===== src/design/mbpd_pkg.sv =====
// Package with the constants, codes and item types of the magic byte packet deframer.
package mbpd_pkg;

	localparam logic [7:0] SYNC_BYTE       = 8'hAA;
	localparam logic [7:0] ACK_CODE        = 8'h06;
	localparam logic [7:0] CMD_FIRST_QUERY = 8'h01;
	localparam logic [7:0] CMD_LAST_QUERY  = 8'h03;
	localparam logic [7:0] CMD_SET_DEBUG   = 8'h04;
	localparam logic [7:0] CMD_CLR_DEBUG   = 8'h05;

	localparam int unsigned ACK_LEN = 5;

	localparam logic KIND_RETURN = 1'b0;
	localparam logic KIND_ACK    = 1'b1;

	typedef enum logic [1:0] {
		PH_IDLE    = 2'd0,
		PH_HEADER  = 2'd1,
		PH_PAYLOAD = 2'd2
	} phase_t;

	typedef enum logic [1:0] {
		HDR_CMD      = 2'd0,
		HDR_LEN_LO   = 2'd1,
		HDR_LEN_HI   = 2'd2,
		HDR_CHECKSUM = 2'd3
	} hdr_idx_t;

	typedef logic [2:0] pend_t;

	localparam pend_t PEND_NONE      = 3'd0;
	localparam pend_t PEND_SINGLE    = 3'd1;
	localparam pend_t PEND_ACK_BURST = 3'(ACK_LEN + 1);

	typedef struct packed {
		logic [7:0] rx_byte;
	} rx_item_t;

	typedef struct packed {
		logic       item_kind;
		logic [7:0] tx_byte;
		logic [2:0] return_code;
		logic       debug_on;
		logic       last;
	} tx_item_t;

	// The acknowledge frame is sent while the pending count runs down from a full burst.
	function automatic logic [7:0] ack_byte(input pend_t pend);
		logic [7:0] b;
		case (pend)
			PEND_ACK_BURST:         b = SYNC_BYTE;
			PEND_ACK_BURST - 3'd1:  b = ACK_CODE;
			default:                b = 8'h00;
		endcase
		return b;
	endfunction

endpackage


===== src/design/mbpd_stream_if.sv =====
// Valid/ready stream interface carrying one payload item per transfer.
interface mbpd_stream_if #(
	parameter type payload_t = logic
);
	logic     valid;
	logic     ready;
	payload_t payload;

	modport source (output valid, output payload, input ready);
	modport sink (input valid, input payload, output ready);
endinterface


===== src/design/magic_byte_packet_deframer.sv =====
// Top level of the magic byte packet deframer: header parser, result sequencer and output register.
//
// The rx channel takes one received byte per transfer. The block hunts for the sync byte,
// reads the command, a little-endian 16-bit length and a checksum byte, then skips the
// payload. The res channel delivers the result items of a completed packet: for the set
// and clear debug commands five acknowledge bytes followed by the return item, otherwise
// the return item alone. The item with last set closes each packet's results.
// Bytes that cause no result are taken at one per cycle. The completing byte loads a
// pending count, and the result items then enter the output register one per cycle while
// it is free or being emptied. The rx side is held off until the last pending item moves
// into the output register, so with a free output register a packet with an acknowledge
// holds it off while its acknowledge bytes move in and any other packet does not hold it
// off. The rx side is open again while the last result still waits in the output
// register. When the receiver stalls, the output register holds its item and the pending
// count stops, which holds off the rx side once a packet completes. Reset returns the
// parser to sync hunting, clears the debug flag and empties the output register.
module magic_byte_packet_deframer (
	input logic          clk,
	input logic          arst_n,
	mbpd_stream_if.sink   rx,
	mbpd_stream_if.source res
);
	import mbpd_pkg::*;

	phase_t      phase_q, phase_d;
	hdr_idx_t    hdr_q, hdr_d;
	logic [7:0]  cmd_q, cmd_d;
	logic [15:0] len_q, len_d;
	logic [15:0] cnt_q, cnt_d;
	logic [15:0] cnt_inc;
	logic        debug_q, debug_d;
	pend_t       pend_q, pend_d;
	logic        out_valid_q;
	tx_item_t    out_q;
	tx_item_t    item;
	logic        rx_fire;
	logic        dispatch;
	logic        is_ack_cmd;
	logic        out_load;
	logic [7:0]  b;
	logic [2:0]  ret_code;

	assign b          = rx.payload.rx_byte;
	assign rx.ready   = (pend_q == PEND_NONE) || ((pend_q == PEND_SINGLE) && out_load);
	assign rx_fire    = rx.valid && rx.ready;
	assign is_ack_cmd = (cmd_q == CMD_SET_DEBUG) || (cmd_q == CMD_CLR_DEBUG);
	assign out_load   = (pend_q != PEND_NONE) && (!out_valid_q || res.ready);
	assign cnt_inc    = cnt_q + 16'd1;

	always_comb begin
		phase_d  = phase_q;
		hdr_d    = hdr_q;
		cmd_d    = cmd_q;
		len_d    = len_q;
		cnt_d    = cnt_q;
		debug_d  = debug_q;
		dispatch = 1'b0;
		if (rx_fire) begin
			case (phase_q)
				PH_HEADER: begin
					case (hdr_q)
						HDR_CMD: begin
							cmd_d = b;
							hdr_d = HDR_LEN_LO;
						end
						HDR_LEN_LO: begin
							len_d = {len_q[15:8], b};
							hdr_d = HDR_LEN_HI;
						end
						HDR_LEN_HI: begin
							len_d = {b, len_q[7:0]};
							hdr_d = HDR_CHECKSUM;
						end
						HDR_CHECKSUM: begin
							hdr_d = HDR_CMD;
							cnt_d = 16'd0;
							if (len_q == 16'd0) begin
								dispatch = 1'b1;
								phase_d  = PH_IDLE;
							end else begin
								phase_d = PH_PAYLOAD;
							end
						end
						default: hdr_d = HDR_CMD;
					endcase
				end
				PH_PAYLOAD: begin
					cnt_d = cnt_inc;
					if (cnt_inc >= len_q) begin
						dispatch = 1'b1;
						phase_d  = PH_IDLE;
					end
				end
				default: begin
					if (b == SYNC_BYTE) begin
						phase_d = PH_HEADER;
						hdr_d   = HDR_CMD;
					end else begin
						phase_d = PH_IDLE;
					end
				end
			endcase
		end
		if (dispatch) begin
			if (cmd_q == CMD_SET_DEBUG) begin
				debug_d = 1'b1;
			end else if (cmd_q == CMD_CLR_DEBUG) begin
				debug_d = 1'b0;
			end
		end
		if (dispatch) begin
			pend_d = is_ack_cmd ? PEND_ACK_BURST : PEND_SINGLE;
		end else if (out_load) begin
			pend_d = pend_q - PEND_SINGLE;
		end else begin
			pend_d = pend_q;
		end
	end

	always_comb begin
		if (cmd_q inside {[CMD_FIRST_QUERY:CMD_LAST_QUERY]}) begin
			ret_code = debug_q ? cmd_q[2:0] : 3'd0;
		end else if (is_ack_cmd) begin
			ret_code = cmd_q[2:0];
		end else begin
			ret_code = 3'd0;
		end
		item.debug_on = debug_q;
		if (is_ack_cmd && (pend_q != PEND_SINGLE)) begin
			item.item_kind   = KIND_ACK;
			item.tx_byte     = ack_byte(pend_q);
			item.return_code = 3'd0;
			item.last        = 1'b0;
		end else begin
			item.item_kind   = KIND_RETURN;
			item.tx_byte     = 8'h00;
			item.return_code = ret_code;
			item.last        = 1'b1;
		end
	end

	always_ff @(posedge clk or negedge arst_n) begin
		if (!arst_n) begin
			phase_q     <= PH_IDLE;
			hdr_q       <= HDR_CMD;
			cmd_q       <= 8'h00;
			len_q       <= 16'd0;
			cnt_q       <= 16'd0;
			debug_q     <= 1'b0;
			pend_q      <= PEND_NONE;
			out_valid_q <= 1'b0;
		end else begin
			phase_q <= phase_d;
			hdr_q   <= hdr_d;
			cmd_q   <= cmd_d;
			len_q   <= len_d;
			cnt_q   <= cnt_d;
			debug_q <= debug_d;
			pend_q  <= pend_d;
			if (out_load) begin
				out_valid_q <= 1'b1;
			end else if (res.ready) begin
				out_valid_q <= 1'b0;
			end
		end
	end

	always_ff @(posedge clk) begin
		if (out_load) begin
			out_q <= item;
		end
	end

	assign res.valid   = out_valid_q;
	assign res.payload = out_q;

	a_ack_not_last: assert property (@(posedge clk) disable iff (!arst_n)
		(out_valid_q && out_q.item_kind == KIND_ACK) |-> !out_q.last)
		else $error("Acknowledge byte marked as last item.");

	a_set_debug_flag: assert property (@(posedge clk) disable iff (!arst_n)
		(out_valid_q && out_q.item_kind == KIND_RETURN && out_q.return_code == 3'd4)
		|-> out_q.debug_on)
		else $error("Set debug return item without debug on.");

	a_clr_debug_flag: assert property (@(posedge clk) disable iff (!arst_n)
		(out_valid_q && out_q.item_kind == KIND_RETURN && out_q.return_code == 3'd5)
		|-> !out_q.debug_on)
		else $error("Clear debug return item with debug on.");

	a_query_needs_debug: assert property (@(posedge clk) disable iff (!arst_n)
		(out_valid_q && (out_q.return_code == 3'd1 || out_q.return_code == 3'd2
		|| out_q.return_code == 3'd3)) |-> out_q.debug_on)
		else $error("Query answered while debug is off.");

endmodule


===== src/flat_wrapper.sv =====
// flat-port wrapper written by rule: the top's interface ports become plain ports
module magic_byte_packet_deframer_flat import mbpd_pkg::*;
  (clk, arst_n, rx_valid, rx_payload, rx_ready, res_valid, res_payload, res_ready);
  mbpd_stream_if #(.payload_t(rx_item_t)) rx_i ();
  mbpd_stream_if #(.payload_t(tx_item_t)) res_i ();
  input logic clk;
  input logic arst_n;
  input wire logic [$bits(rx_i.valid)-1:0] rx_valid;
  input wire logic [$bits(rx_i.payload)-1:0] rx_payload;
  output wire logic [$bits(rx_i.ready)-1:0] rx_ready;
  output wire logic [$bits(res_i.valid)-1:0] res_valid;
  output wire logic [$bits(res_i.payload)-1:0] res_payload;
  input wire logic [$bits(res_i.ready)-1:0] res_ready;
  assign rx_i.valid = rx_valid;
  assign rx_i.payload = rx_payload;
  assign rx_ready = rx_i.ready;
  assign res_valid = res_i.valid;
  assign res_payload = res_i.payload;
  assign res_i.ready = res_ready;
  magic_byte_packet_deframer u_core (.clk(clk), .arst_n(arst_n), .rx(rx_i), .res(res_i));
endmodule

===== config.mk =====
export PLATFORM = sky130hd
export DESIGN_NAME = magic_byte_packet_deframer_flat
export DESIGN_NICKNAME = d
export VERILOG_FILES = /design/src/design/mbpd_pkg.sv /design/src/design/mbpd_stream_if.sv /design/src/design/magic_byte_packet_deframer.sv /design/src/flat_wrapper.sv
export SDC_FILE = /design/constraint.sdc
export NUM_CORES = 1
export LEC_CHECK = 0
export ABC_CLOCK_PERIOD_IN_PS = 3900
export BUFFER_PORTS_ARGS = -buffer_cell sky130_fd_sc_hd__buf_2
export CORE_MARGIN = 3
export CORE_UTILIZATION = 45
export CTS_CLUSTER_DIAMETER = 60
export CTS_CLUSTER_SIZE = 30
export DETAILED_ROUTE_END_ITERATION = 7
export MAX_ROUTING_LAYER = met4
export PLACE_DENSITY_LB_ADDON = 0.1
export SLEW_MARGIN = 0
export SYNTH_ARGS = -nofsm -noshare
export SYNTH_HDL_FRONTEND = slang
export SYNTH_SLANG_ARGS = --single-unit

===== constraint.sdc =====
create_clock -name clk -period 3.9 [get_ports clk]
set_clock_uncertainty 0.2 [all_clocks]
set_input_delay 0.195 -clock clk [delete_from_list [all_inputs] [get_ports clk]]
set_output_delay 0.195 -clock clk [all_outputs]
set_load 0.05 [all_outputs]

==> key figures <==
Outcome
  • Run status: finished, final reports clean

Global route
  • Largest net degree at the start of global routing: 50
  • GRT overflow: 0
  • GR Util All Layers: 0.185
  • Antenna violations before repair: 0
  • Vias in the first global route: ~2500
  • Wire length of the first global-routing pass: 12200 um

Route
  • Vias/cell: roughly 5.2
  • Antenna Nets Post-Route: 0
  • 1st-iter DRT viols: around 120
  • DRC viols: 0
  • Routed wire length: 7200 um
  • Wire per inst: 14.5 um
  • DR pass1 iterations: 4
  • Total number of vias: 2596

Die
  • Ports: 28
  • Initial Utilization: 0.468
  • Die width: 93.1 um
  • Row cnt: 31
  • Die area: 8660 um2
  • Core Box Area: ~7300 um2
  • Die height: roughly 93 um

Finish
  • ANT cells: 0
  • Fin nets: ~430
  • Finished Cell Area: 3880 um2
  • # fillers: 729
  • Share of layout cells above drive strength 1: 0.156
  • P&R area growth vs syn: 13.7%

Yosys
  • Number of synthesized flops with an enable pin: 9
  • Synth Cell Area: approximately 3400 um2
  • Post-synth ARST share: 0.845
  • Synth Register Bits: between 50 and 60
  • Top post-synthesis cells by area: dfrtp_1 36%, ha_1 11%, edfxtp_1 7.9%, nand2_1 6.1%, o21ai_0 4.8%
  • Top-area cell type share of the netlist area: 0.359
  • Post-synth top flop: dfrtp_1
  • Synth unique cells: 55
  • Yosys synthesis warning count: 0
  • Syn avg cell area: 9.53 um2
  • Most frequent cells after synthesis: 55 x nand2_1, 49 x dfrtp_1, 33 x o21ai_0, 29 x ha_1, 27 x inv_1
  • Most common cell in the netlist: nand2_1
  • Most area-hungry cell type in the Yosys netlist: dfrtp_1
  • Syn Inst Count: 358
  • Register area share after synthesis: 0.439

Pwr
  • Sw power: 0.842 mW
  • Seq pwr share: 0.394
  • Worst VDD drop: 0.225 mV
  • Pleak: 1.75 nW
  • Pwr/cell area: approximately 550 nW/um2
  • Clock share of power: 0.227
  • Gate power share: 0.379
  • Switching Share: 0.391
  • Pint: 1.31 mW

Placed design
  • Port-buffer cells: 24
  • Hpwl dp: 5250 um
  • GP Congestion: 0.829
  • Post-DP Area: 3610 um2

CTS
  • Clk_lat worst skew: 0.33 ns
  • TritonCTS clock tree: done
  • H-tree levels: 3
  • CTS sink count: 58
  • Worst-path clk slew: 0.07 ns
  • Maximum clock path buffer count: 2
  • Post-cts sizing count: 0
  • CTS buffer count: 9
  • Cts hold-fix bufs: 10
  • Root buf cell: clkbuf_8
  • Total setup buffers inserted after CTS: 0

STA
  • Unrepaired setup endpoints after global routing: no
  • Crit share post-route: 0.908
  • Tightest Pin Transition: 0.789 ns
  • Final min period: 3.54 ns
  • Final setup violation count: 0
  • Final TNS setup: 0 ns
  • Final Hold Viols: 0
  • Slew margin rel.: 0.474
  • Fin. max-slew vios: 0
  • Fmax: 282 MHz

Worst setup path
  • Crit path kind: reg -> reg
  • CP max stage delay: 0.56 ns
  • Crit-path cells: nand4_1 -> or4_4 -> or2_4 -> xnor2_1 -> ha_1 -> and4_2 -> nand2_1 -> o311a_1 -> a31oi_4 -> or4b_1 -> o21ai_1
  • Crit Path Max Fanout: 6
  • Startpoint Class: flop
  • WP data arrival: 3.60 ns
  • Crit path required time: ~4.0 ns
  • CP Capture Type: flop
  • Critical-path top delay cell: or4_4

Run
  • Total of max-cap violations: 0

Worst hold path
  • Hold crit path type: in -> reg
[flip-flops by register name, indices dropped and copies added, names as in the netlist]
register and cells:
u_core.hdr_q 2, u_core.res.payload 9, u_core.debug_q 1, u_core.phase_q 2
u_core.len_q 16, u_core.res.valid 1, u_core.pend_q 3, u_core.cnt_q 16
u_core.cmd_q 8
[power by group through the flow]
stage / clock [mW] / sequential [mW] / combinational [mW]
finish: 0.489 / 0.846 / 0.815
global route: 0.536 / 0.862 / 0.920
CTS: 0.509 / 0.846 / 0.823
global placement: 0 / 0.856 / 0.800
floorplan: 0 / 0.916 / 0.558
detailed placement: 0 / 0.858 / 0.811
[worst max-delay path: cells and delay by family, from the launching register on]
family / cells / cell delay (ns)
AND/OR/NAND/NOR: 6 / 1.73
AO/OA/AOI/OAI: 3 / 0.67
flip-flops: 1 / 0.43
adder cells (fa/ha/maj): 1 / 0.31
XOR/XNOR: 1 / 0.13
[logic make-up (layout without fill, tap and decap cells)]
group,Yosys count,in the layout,synth area share
and+or+nand+nor,137,137,0.208
buffers and inverters,44,81,0.0550
AOI/OAI and AO/OA,65,65,0.123
adders and majority gates,29,29,0.106
xor gates and xnor gates,15,15,0.0385
other,1,3,0.00110
muxes,9,9,0.0293
DFF,58,58,0.439
[stage by stage]
step | std cells | total power [mW] | utilization | hold WS [ns] | setup WS (ns)
global placement | 470 | 1.66 | 0.495 | 0.157 | 0.368
floorplan | 360 | 1.47 | - | -0.301 | 0.517
finish | 496 | 2.15 | 0.532 | 0.135 | 0.357
detailed placement | 470 | 1.67 | 0.495 | 0.155 | 0.387
global route | 496 | 2.32 | 0.532 | 0.191 | 0.0880
CTS | 496 | 2.18 | 0.532 | 0.122 | 0.349
[path summary, 6_finish.rpt]
kind / startpoint / end / slack, ns / cells past startpoint
hold / removal: rx_valid / u_core.hdr_q[0] / 0.14 / 5
min in group asynchronous: arst_n / u_core.cnt_q[3] / 0.29 / 3
setup reg to reg: u_core.cnt_q[2] / u_core.phase_q[1] / 0.36 / 11
setup / recovery: u_core.cnt_q[2] / u_core.phase_q[1] / 0.36 / 11
max in group asynchronous: arst_n / u_core.cnt_q[11] / 2.76 / 3
hold reg to reg: u_core.cmd_q[0] / u_core.debug_q / 0.27 / 1
[cell usage in the layout, fill, tap and decap left out, types with 2 or more instances in the layout]
master         instances
nor2_1                12
xor2_1                 3
o21ai_1                2
o21a_1                 4
nor3_1                 4
clkinvlp_4             2
a21bo_2                2
xnor2_1               12
dfrtp_1               49
and4_1                 4
clkbuf_8              10
or4bb_1                2
nand4_1                8
edfxtp_1               9
o21ai_0               33
buf_2                 24
and3_1                 3
mux2_2                 8
nand2_1               55
a21oi_1                4
o31ai_1                5
or2_2                  2
conb_1                 3
nand2b_1              11
buf_4                  4
clkinv_2               3
nor4_1                 4
inv_1                 27
a21boi_0               2
ha_1                  29
dlygate4sd3_1         10
nand3_1               17
and2_1                 5
[metal layers]
layer	part of all wire	GRT usage	up-vias	wire (um)
met5	0	-	-	0
met4	0.011	0.0513	0	80
met3	0.031	0.0475	5	221
met2	0.45	0.275	35	3230
met1	0.51	0.253	1250	3670
li1	-	-	1306	-
[final cells by class]
class | instances | area (um2) | area share
multi-input combinational | 258 | 1740 | 0.447
clock buffer | 11 | 141 | 0.0365
clock inverter | 5 | 30.0 | 0.00774
sequential | 58 | 1500 | 0.386
timing repair buffer | 38 | 250 | 0.0645
inverter | 27 | 101 | 0.0261
tap | 99 | 124 | 0.0319
(Power assumes the default switching activity.)
